[config.mk]
export PLATFORM = sky130hd
export DESIGN_NAME = fixed_token_replacer
export DESIGN_NICKNAME = d
export VERILOG_FILES = /design/src/rtl/ftr_pkg.sv /design/src/rtl/fixed_token_replacer.sv /design/src/rtl/ftr_front.sv /design/src/rtl/ftr_cmd_fifo.sv /design/src/rtl/ftr_back.sv
export VERILOG_INCLUDE_DIRS = /design/src /design/src/rtl
export SDC_FILE = /design/constraint.sdc
export NUM_CORES = 1
export LEC_CHECK = 0
export ABC_AREA = 1
export BUFFER_PORTS_ARGS = -buffer_cell sky130_fd_sc_hd__buf_2
export CORE_MARGIN = 2
export CORE_UTILIZATION = 40
export CTS_CLUSTER_SIZE = 20
export DETAILED_ROUTE_END_ITERATION = 6
export SETUP_SLACK_MARGIN = 0.5
export SKIP_CTS_REPAIR_TIMING = 1
export SYNTH_ARGS = -nofsm -noshare
export SYNTH_HDL_FRONTEND = slang
export SYNTH_SLANG_ARGS = --single-unit
[constraint.sdc]
create_clock -name clock -period 3.8 [get_ports clock]
set_input_delay 0.95 -clock clock [delete_from_list [all_inputs] [get_ports clock]]
set_output_delay 0.95 -clock clock [all_outputs]
set_load 0.005 [all_outputs]
[src/rtl/assert_macros.svh]
// Assertion macros shared by the token replacer RTL.
// Assumes a clock named clock and an active-high reset named reset in scope.
`ifndef ASSERT_MACROS_SVH
`define ASSERT_MACROS_SVH

`ifndef SYNTH
`define FTR_ASSERT(lbl, prop, msg) \
   lbl: assert property (@(posedge clock) disable iff (reset) prop) else $error(msg);
`define FTR_ASSERT_RST(lbl, prop, msg) \
   lbl: assert property (@(posedge clock) prop) else $error(msg);
`else
`define FTR_ASSERT(lbl, prop, msg)
`define FTR_ASSERT_RST(lbl, prop, msg)
`endif

`endif

[src/rtl/ftr_pkg.sv]
// Types, constants and token lookup for the token replacer.
// No dependencies.
`default_nettype none

package ftr_pkg;

   typedef enum logic [1:0] {
      PH_IDLE,
      PH_PREFIX,
      PH_TAB,
      PH_NL
   } phase_type;

   typedef logic [3:0] cnt_type;
   typedef logic [4:0] idx_type;

   localparam cnt_type PREFIX_LEN = 4'd4;
   localparam cnt_type TAB_LEN    = 4'd7;
   localparam cnt_type NL_LEN     = 4'd11;

   localparam logic [7:0] CH_O   = 8'h4F;
   localparam logic [7:0] CH_T   = 8'h54;
   localparam logic [7:0] CH_N   = 8'h4E;
   localparam logic [7:0] CH_TAB = 8'h09;
   localparam logic [7:0] CH_NL  = 8'h0A;

   // One queued command: replay of a held prefix, an optional literal word,
   // then a second replay (held prefix flushed on the last word).
   typedef struct packed {
      cnt_type    rep1_len;
      logic       rep1_nl;
      logic       has_lit;
      logic [7:0] lit;
      cnt_type    rep2_len;
      logic       rep2_nl;
      logic       last;
   } cmd_type;

   typedef struct packed {
      logic full;
      logic empty;
   } qstat_type;

   // k-th byte of the tab token (nl = 0) or the newline token (nl = 1).
   function automatic logic [7:0] tok_byte(input logic nl, input cnt_type k);
      logic [7:0] b;
      b = 8'h00;
      case (k)
         4'd0:    b = "O";
         4'd1:    b = "O";
         4'd2:    b = "P";
         4'd3:    b = "_";
         4'd4:    b = nl ? "N" : "T";
         4'd5:    b = nl ? "E" : "A";
         4'd6:    b = nl ? "W" : "B";
         4'd7:    b = nl ? "L" : 8'h00;
         4'd8:    b = nl ? "I" : 8'h00;
         4'd9:    b = nl ? "N" : 8'h00;
         4'd10:   b = nl ? "E" : 8'h00;
         default: b = 8'h00;
      endcase
      return b;
   endfunction

endpackage

`default_nettype wire

[src/rtl/fixed_token_replacer.sv]
// Top level of the token replacer: matcher, command queue, output sequencer.
// Depends on ftr_pkg, ftr_front, ftr_cmd_fifo, ftr_back.
//
//   channel  direction  handshake             payload
//   req      in         req_valid/req_stall   req_in_byte, req_in_last
//   rsp      out        rsp_valid/rsp_stall   rsp_out_byte, rsp_run_last, rsp_stream_end
//
// Input takes one word per cycle while the command queue has room.
// Output gives one word per cycle while rsp_stall is low; a word causing n
// results holds the sequencer for all n (up to 11 on a mismatch after a long
// held prefix). Commands are registered in the queue, words in the output register.
// QUEUE_DEPTH commands are buffered; a full queue raises req_stall.
// Synchronous reset returns the matcher to idle and empties the queue.
`default_nettype none

module fixed_token_replacer #(
   parameter int QUEUE_DEPTH = 4
) (
   input  wire logic       clock,
   input  wire logic       reset,
   input  wire logic       req_valid,
   output logic            req_stall,
   input  wire logic [7:0] req_in_byte,
   input  wire logic       req_in_last,
   output logic            rsp_valid,
   input  wire logic       rsp_stall,
   output logic [7:0]      rsp_out_byte,
   output logic            rsp_run_last,
   output logic            rsp_stream_end
);
   import ftr_pkg::*;

   cmd_type   cmd_push, cmd_head;
   qstat_type q_stat;
   logic      push, pop;

   ftr_front u_front (
      .clock       (clock),
      .reset       (reset),
      .req_valid   (req_valid),
      .req_stall   (req_stall),
      .req_in_byte (req_in_byte),
      .req_in_last (req_in_last),
      .q_stat      (q_stat),
      .push        (push),
      .cmd         (cmd_push)
   );

   ftr_cmd_fifo #(
      .DEPTH (QUEUE_DEPTH)
   ) u_queue (
      .clock (clock),
      .reset (reset),
      .push  (push),
      .din   (cmd_push),
      .pop   (pop),
      .dout  (cmd_head),
      .stat  (q_stat)
   );

   ftr_back u_back (
      .clock          (clock),
      .reset          (reset),
      .head           (cmd_head),
      .q_stat         (q_stat),
      .pop            (pop),
      .rsp_valid      (rsp_valid),
      .rsp_stall      (rsp_stall),
      .rsp_out_byte   (rsp_out_byte),
      .rsp_run_last   (rsp_run_last),
      .rsp_stream_end (rsp_stream_end)
   );

endmodule

`default_nettype wire

[src/rtl/ftr_front.sv]
// Front end: token matcher that turns each input word into at most one command.
// Depends on ftr_pkg and assert_macros.svh.
`default_nettype none
`include "assert_macros.svh"

module ftr_front (
   input  wire logic            clock,
   input  wire logic            reset,
   input  wire logic            req_valid,
   output logic                 req_stall,
   input  wire logic [7:0]      req_in_byte,
   input  wire logic            req_in_last,
   input  wire ftr_pkg::qstat_type q_stat,
   output logic                 push,
   output ftr_pkg::cmd_type     cmd
);
   import ftr_pkg::*;

   phase_type  phase_ff, phase_in, mid_phase;
   cnt_type    count_ff, count_in, mid_count;
   logic       miss, hit_lit, accept;
   logic [7:0] lit;

   assign req_stall = q_stat.full;
   assign accept    = req_valid && !req_stall;

   always_comb begin
      mid_phase = phase_ff;
      mid_count = count_ff;
      miss      = 1'b0;
      hit_lit   = 1'b0;
      lit       = req_in_byte;
      case (phase_ff)
         PH_IDLE: begin
            miss = 1'b1;
         end
         PH_PREFIX: begin
            if (count_ff < PREFIX_LEN) begin
               if (req_in_byte == tok_byte(1'b0, count_ff)) begin
                  mid_count = count_ff + 4'd1;
               end else begin
                  miss = 1'b1;
               end
            end else if (count_ff == PREFIX_LEN && req_in_byte == CH_T) begin
               mid_phase = PH_TAB;
               mid_count = count_ff + 4'd1;
            end else if (count_ff == PREFIX_LEN && req_in_byte == CH_N) begin
               mid_phase = PH_NL;
               mid_count = count_ff + 4'd1;
            end else begin
               miss = 1'b1;
            end
         end
         PH_TAB: begin
            if (count_ff < TAB_LEN && req_in_byte == tok_byte(1'b0, count_ff)) begin
               if (count_ff == TAB_LEN - 4'd1) begin
                  mid_phase = PH_IDLE;
                  mid_count = 4'd0;
                  hit_lit   = 1'b1;
                  lit       = CH_TAB;
               end else begin
                  mid_count = count_ff + 4'd1;
               end
            end else begin
               miss = 1'b1;
            end
         end
         PH_NL: begin
            if (count_ff < NL_LEN && req_in_byte == tok_byte(1'b1, count_ff)) begin
               if (count_ff == NL_LEN - 4'd1) begin
                  mid_phase = PH_IDLE;
                  mid_count = 4'd0;
                  hit_lit   = 1'b1;
                  lit       = CH_NL;
               end else begin
                  mid_count = count_ff + 4'd1;
               end
            end else begin
               miss = 1'b1;
            end
         end
         default: begin
            miss = 1'b1;
         end
      endcase
      // restart: only a leading O may open a new match
      if (miss) begin
         if (req_in_byte == CH_O) begin
            mid_phase = PH_PREFIX;
            mid_count = 4'd1;
         end else begin
            mid_phase = PH_IDLE;
            mid_count = 4'd0;
            hit_lit   = 1'b1;
            lit       = req_in_byte;
         end
      end
   end

   // next state
   always_comb begin
      phase_in = phase_ff;
      count_in = count_ff;
      if (accept) begin
         phase_in = req_in_last ? PH_IDLE : mid_phase;
         count_in = req_in_last ? 4'd0 : mid_count;
      end
   end

   // command out
   always_comb begin
      cmd.rep1_len = miss ? count_ff : 4'd0;
      cmd.rep1_nl  = (phase_ff == PH_NL);
      cmd.has_lit  = hit_lit;
      cmd.lit      = lit;
      cmd.rep2_len = req_in_last ? mid_count : 4'd0;
      cmd.rep2_nl  = (mid_phase == PH_NL);
      cmd.last     = req_in_last;
      push = accept && (cmd.rep1_len != 4'd0 || hit_lit || cmd.rep2_len != 4'd0);
   end

   always_ff @(posedge clock) begin
      if (reset) begin
         phase_ff <= PH_IDLE;
         count_ff <= 4'd0;
      end else begin
         phase_ff <= phase_in;
         count_ff <= count_in;
      end
   end

   `FTR_ASSERT(a_idle_empty, (phase_ff == PH_IDLE) |-> (count_ff == 4'd0), "idle with held bytes")
   `FTR_ASSERT(a_last_flush, (accept && req_in_last) |=> (phase_ff == PH_IDLE), "no flush on last")

endmodule

`default_nettype wire

[src/rtl/ftr_cmd_fifo.sv]
// Command queue between matcher and output sequencer.
// Depends on ftr_pkg and assert_macros.svh.
`default_nettype none
`include "assert_macros.svh"

module ftr_cmd_fifo #(
   parameter int DEPTH = 4
) (
   input  wire logic              clock,
   input  wire logic              reset,
   input  wire logic              push,
   input  wire ftr_pkg::cmd_type  din,
   input  wire logic              pop,
   output ftr_pkg::cmd_type       dout,
   output ftr_pkg::qstat_type     stat
);
   import ftr_pkg::*;

   localparam int PTR_W = (DEPTH > 1) ? $clog2(DEPTH) : 1;
   localparam int CNT_W = $clog2(DEPTH + 1);

   cmd_type            mem_ff [DEPTH];
   logic [PTR_W-1:0]   wr_ptr_ff, wr_ptr_in, rd_ptr_ff, rd_ptr_in;
   logic [CNT_W-1:0]   fill_ff, fill_in;

   assign stat.full  = (fill_ff == CNT_W'(DEPTH));
   assign stat.empty = (fill_ff == '0);
   assign dout       = mem_ff[rd_ptr_ff];

   always_comb begin
      wr_ptr_in = wr_ptr_ff;
      rd_ptr_in = rd_ptr_ff;
      fill_in   = fill_ff;
      if (push) begin
         wr_ptr_in = (wr_ptr_ff == PTR_W'(DEPTH - 1)) ? '0 : wr_ptr_ff + 1'b1;
      end
      if (pop) begin
         rd_ptr_in = (rd_ptr_ff == PTR_W'(DEPTH - 1)) ? '0 : rd_ptr_ff + 1'b1;
      end
      if (push && !pop) begin
         fill_in = fill_ff + 1'b1;
      end else if (pop && !push) begin
         fill_in = fill_ff - 1'b1;
      end
   end

   always_ff @(posedge clock) begin
      if (push) begin
         mem_ff[wr_ptr_ff] <= din;
      end
   end

   always_ff @(posedge clock) begin
      if (reset) begin
         wr_ptr_ff <= '0;
         rd_ptr_ff <= '0;
         fill_ff   <= '0;
      end else begin
         wr_ptr_ff <= wr_ptr_in;
         rd_ptr_ff <= rd_ptr_in;
         fill_ff   <= fill_in;
      end
   end

   `FTR_ASSERT(a_no_overflow, push |-> !stat.full, "push into full queue")
   `FTR_ASSERT(a_no_underflow, pop |-> !stat.empty, "pop from empty queue")

endmodule

`default_nettype wire

[src/rtl/ftr_back.sv]
// Back end: expands queued commands into output words, one per cycle while not stalled.
// Depends on ftr_pkg and assert_macros.svh.
`default_nettype none
`include "assert_macros.svh"

module ftr_back (
   input  wire logic              clock,
   input  wire logic              reset,
   input  wire ftr_pkg::cmd_type  head,
   input  wire ftr_pkg::qstat_type q_stat,
   output logic                   pop,
   output logic                   rsp_valid,
   input  wire logic              rsp_stall,
   output logic [7:0]             rsp_out_byte,
   output logic                   rsp_run_last,
   output logic                   rsp_stream_end
);
   import ftr_pkg::*;

   idx_type    idx_ff, idx_in, total, rel;
   logic       head_valid, out_free, fire, at_end;
   logic       valid_ff, valid_in;
   logic [7:0] byte_ff, byte_in;
   logic       run_last_ff, stream_end_ff;

   assign head_valid = !q_stat.empty;
   assign out_free   = !valid_ff || !rsp_stall;
   assign fire       = head_valid && out_free;
   assign total      = {1'b0, head.rep1_len} + {4'b0, head.has_lit} + {1'b0, head.rep2_len};
   assign rel        = idx_ff - {1'b0, head.rep1_len} - {4'b0, head.has_lit};
   assign at_end     = (idx_ff == total - 5'd1);
   assign pop        = fire && at_end;

   always_comb begin
      if (idx_ff < {1'b0, head.rep1_len}) begin
         byte_in = tok_byte(head.rep1_nl, idx_ff[3:0]);
      end else if (head.has_lit && idx_ff == {1'b0, head.rep1_len}) begin
         byte_in = head.lit;
      end else begin
         byte_in = tok_byte(head.rep2_nl, rel[3:0]);
      end
   end

   always_comb begin
      idx_in   = idx_ff;
      valid_in = valid_ff && rsp_stall;
      if (fire) begin
         valid_in = 1'b1;
         idx_in   = at_end ? 5'd0 : idx_ff + 5'd1;
      end
   end

   always_ff @(posedge clock) begin
      if (reset) begin
         idx_ff   <= 5'd0;
         valid_ff <= 1'b0;
      end else begin
         idx_ff   <= idx_in;
         valid_ff <= valid_in;
      end
   end

   always_ff @(posedge clock) begin
      if (fire) begin
         byte_ff       <= byte_in;
         run_last_ff   <= at_end;
         stream_end_ff <= at_end && head.last;
      end
   end

   assign rsp_valid      = valid_ff;
   assign rsp_out_byte   = byte_ff;
   assign rsp_run_last   = run_last_ff;
   assign rsp_stream_end = stream_end_ff;

   `FTR_ASSERT(a_idx_range, head_valid |-> (idx_ff < total), "index past command")
   `FTR_ASSERT(a_idx_rest, !head_valid |-> (idx_ff == 5'd0), "index left over")
   `FTR_ASSERT_RST(a_rst_idle, reset |=> !valid_ff, "output valid after reset")

endmodule

`default_nettype wire
==> impl_metrics.tcl <==
set metrics [dict create \
    unrepaired_setup_endpoints_after_global_routing "true" \
    grt_antenna_before_repair 0 \
    synth.ff_latch_count 123 \
    critPathKind "reg -> reg" \
    io_buffers 24 \
    finalCoreUtilization_pct 50.1 \
    avgSynthCellArea_um2 8.57 \
    chipHeight_um 135 \
    place_congestion 0.894 \
    worstSetupStartpointType "flip-flop" \
    fill_cell_total_of_the_finished_layout 1583 \
    layout-drive-gt1-share_pct 21.0 \
    setup_viol_count_final 0 \
    grt_first_pass_wirelength_um 25000 \
    slew_headroom_pct 47.8 \
    grt_start_max_net_pins 25 \
    clkLatencyLatePin_ns 0.43 \
    synth_area_um2 6870 \
    compound_gate_portion_of_the_synthesized_area_pct 10.2 \
    seqPwrFrac_pct 26.9 \
    cts_inserted_buffers 17 \
    dieWidth_um 135 \
    crit_fanout 8 \
    p_total_uw 6630 \
    diodes 0 \
    core_area_um2 16700 \
    placement.setup.worst_slack_ns 0.0274 \
    cts-root-buf "clkbuf_16" \
    total_i_o_pin_count 25 \
    area_growth_syn_to_layout_pct 21.8 \
    power.clock.fraction_pct 23.2 \
    slew_viol_final 0 \
    final_nets 910 \
    cts.reportedPaths.clkPinSlew_ns 0.06 \
    whs_ns 0.487 \
    vdd_ir_drop_max_v 0.000398 \
    routedWlPerCell_um 14.5 \
    path_delay_family "adder cells" \
    static-leakage-power_uw 0.00364 \
    achievable-frequency_mhz 286 \
    cts.sink_count 123 \
    layout_common_cells "185 x nand2_1, 90 x edfxtp_1, 86 x inv_1" \
    cp_slowest_stage_delay_ns 0.45 \
    dr_total_vias 5540 \
    wl_final_um 15800 \
    synth_top_family_by_area "simple AND/OR/NAND/NOR gates" \
    floorplan.initialDensity_pct 41.1 \
    dieArea_um2 18200 \
    drt_drc_violations_left 0 \
    min_period_ns 3.50 \
    worst_slack_ns 0.301 \
    first_pass_iters 5 \
    number_of_hold_slack_violations_in_the_final_timing_report 0 \
    violation_count_after_the_first_detailed_route_iteration 357 \
    synth.distinct_cells 40 \
    ys_seq_area_share_pct 48.9 \
    tritoncts "done" \
    min-delay-path-class "reg -> reg" \
    global_route.usage.total_pct 17.8 \
    maximum_clock_path_buffer_count 2 \
    critical_path.slowest_cell "dfxtp_4" \
    cap_violations 0 \
    first_global_vias 5002 \
    worstPathArrival_ns 3.81 \
    synth_mux_area_share_pct 0 \
    synth_simple_gate_area_share_pct 24.9 \
    globalRouteOverflowTotal 0 \
    largest_clock_skew_in_the_final_design_ns 0.0141 \
    hpwl_um 11200 \
    timing.critical_path.required_ns 4.11 \
    fin_setup_tns_ns 0 \
    synth_xor_xnor_area_share_pct 1.53 \
    yosysWarningCount 0 \
    final_antenna_net_count 0 \
    crit_top_cell "inv_2" \
    power_report.internal_total_uw 3950 \
    layout.cells.most_common "nand2_1" \
    final_min_period_over_clock_period_pct 92.1 \
    timing.critical_path.to_type "flip-flop" \
    avgViaCountPerCell 5.07 \
    syn_inst 802 \
    sw_ratio_pct 40.4 \
    cp_cell_sequence "nand2_4 -> a32oi_4 -> inv_2 -> ha_4 -> inv_2 -> ha_4 -> inv_2 -> fa_2 -> or2_4 -> nand2_2 -> a21oi_1 -> xor2_1 -> nand3_2 -> nor2_4 -> inv_2 -> ha_4 -> inv_4 -> fa_2 -> o21ai_1 -> a21oi_1" \
    clock_tree.htree_level_count 4 \
    power.density_cell_area_nw_per_um2 793 \
    timing_worst_slew_pin_value_ns 0.784 \
    synth_fp_nets 853 \
    power.net_switching_uw 2680 \
    timing.critical_path.buf_inv 5 \
    post_synth_fa_ha_maj_area_fraction_pct 7.36 \
    pwr-share-comb_pct 49.9 \
    run_status "completed" \
    rows 47 \
]
synthesized netlist by cell type (all sizes together):
| library cell | instances | area share (%) |
|---|---|---|
| or2 | 2 | 0.18 |
| a32oi | 5 | 0.64 |
| a2111o | 1 | 0.16 |
| dfxtp | 33 | 9.6 |
| clkbuf | 15 | 0.82 |
| nand2 | 203 | 12 |
| o211ai | 6 | 0.66 |
| o22ai | 5 | 0.46 |
| a32o | 6 | 0.87 |
| edfxtp | 90 | 39 |
| o21ai | 51 | 3.8 |
| nor3 | 9 | 0.66 |
| a211oi | 2 | 0.22 |
| nand3 | 61 | 5.4 |
| and3 | 2 | 0.18 |
| nor2 | 99 | 6.1 |
| xor2 | 9 | 1.1 |
| clkinv | 3 | 0.16 |
| o211a | 1 | 0.15 |
| buf | 2 | 0.13 |
| fa | 4 | 1.2 |
| a21oi | 35 | 2.9 |
| a31oi | 1 | 0.091 |
| o221ai | 2 | 0.25 |
| xnor2 | 3 | 0.38 |
| nand4 | 8 | 0.73 |
| ha | 34 | 6.2 |
| inv | 110 | 6.0 |
routing by layer:
layer	up-vias	GRT usage, %	wire (µm)
li1	2793	-	-
met4	0	6.02	283
met3	23	4.80	696
met5	-	0	0
met1	2581	23.1	7180
met2	143	28.9	7640
area by class of cell:
cell class	count	area [µm²]	area share (%)
clock buffers	17	425	5.08
clock inverters	15	140	1.67
flip-flops and latches	123	3370	40.2
inverters	113	442	5.28
multi-input cells	549	3230	38.6
repair buffers	55	487	5.82
well taps	220	275	3.29
worst reg2reg max path, delay by kind of cell (launching register included):
| family | cells | cell delay (ns) |
|---|---|---|
| xor+xnor | 1 | 0.16 |
| fa+ha+maj | 5 | 1.30 |
| simple gates | 5 | 0.66 |
| compound gates | 4 | 0.50 |
| flops | 1 | 0.45 |
| buf+inv | 5 | 0.31 |
logic make-up (layout without fill, tap and decap cells):
logic type	Yosys count	in the layout
adder cells (fa/ha/maj)	38	38
flip-flops	123	123
AO/OA/AOI/OAI	115	115
AND/OR/NAND/NOR	384	384
buffers and inverters	130	200
XOR/XNOR	12	12
power groups by stage:
stage	registers, µW	logic [µW]	clock network (µW)
5_1_grt	1810	3680	1630
2_1_floorplan	1790	2050	0
6_report	1790	3310	1540
3_5_place_dp	1800	2740	0
4_1_cts	1770	2760	1560
3_3_place_gp	1800	2720	0
through the flow:
step | cell area, µm² | std cells
2_1_floorplan | 6960 | 802
4_1_cts | 8020 | 1081
3_3_place_gp | 7460 | 1049
6_report | 8370 | 1092
5_1_grt | 8370 | 1092
3_5_place_dp | 7460 | 1049
final timing paths:
check,start,endpoint,slack (ns),cells after the start
worst max-delay path,flip-flop,u_queue.fill_ff[1]$_SDFFE_PP0P_,0.30,20
worst max register to register,flip-flop,u_queue.fill_ff[1]$_SDFFE_PP0P_,0.30,20
worst min register to register,u_front.phase_ff[0]$_SDFFE_PP0P_,u_front.phase_ff[0]$_SDFFE_PP0P_,0.49,2
worst min-delay path,u_front.phase_ff[0]$_SDFFE_PP0P_,u_front.phase_ff[0]$_SDFFE_PP0P_,0.49,2
(Power assumes the default switching activity.)
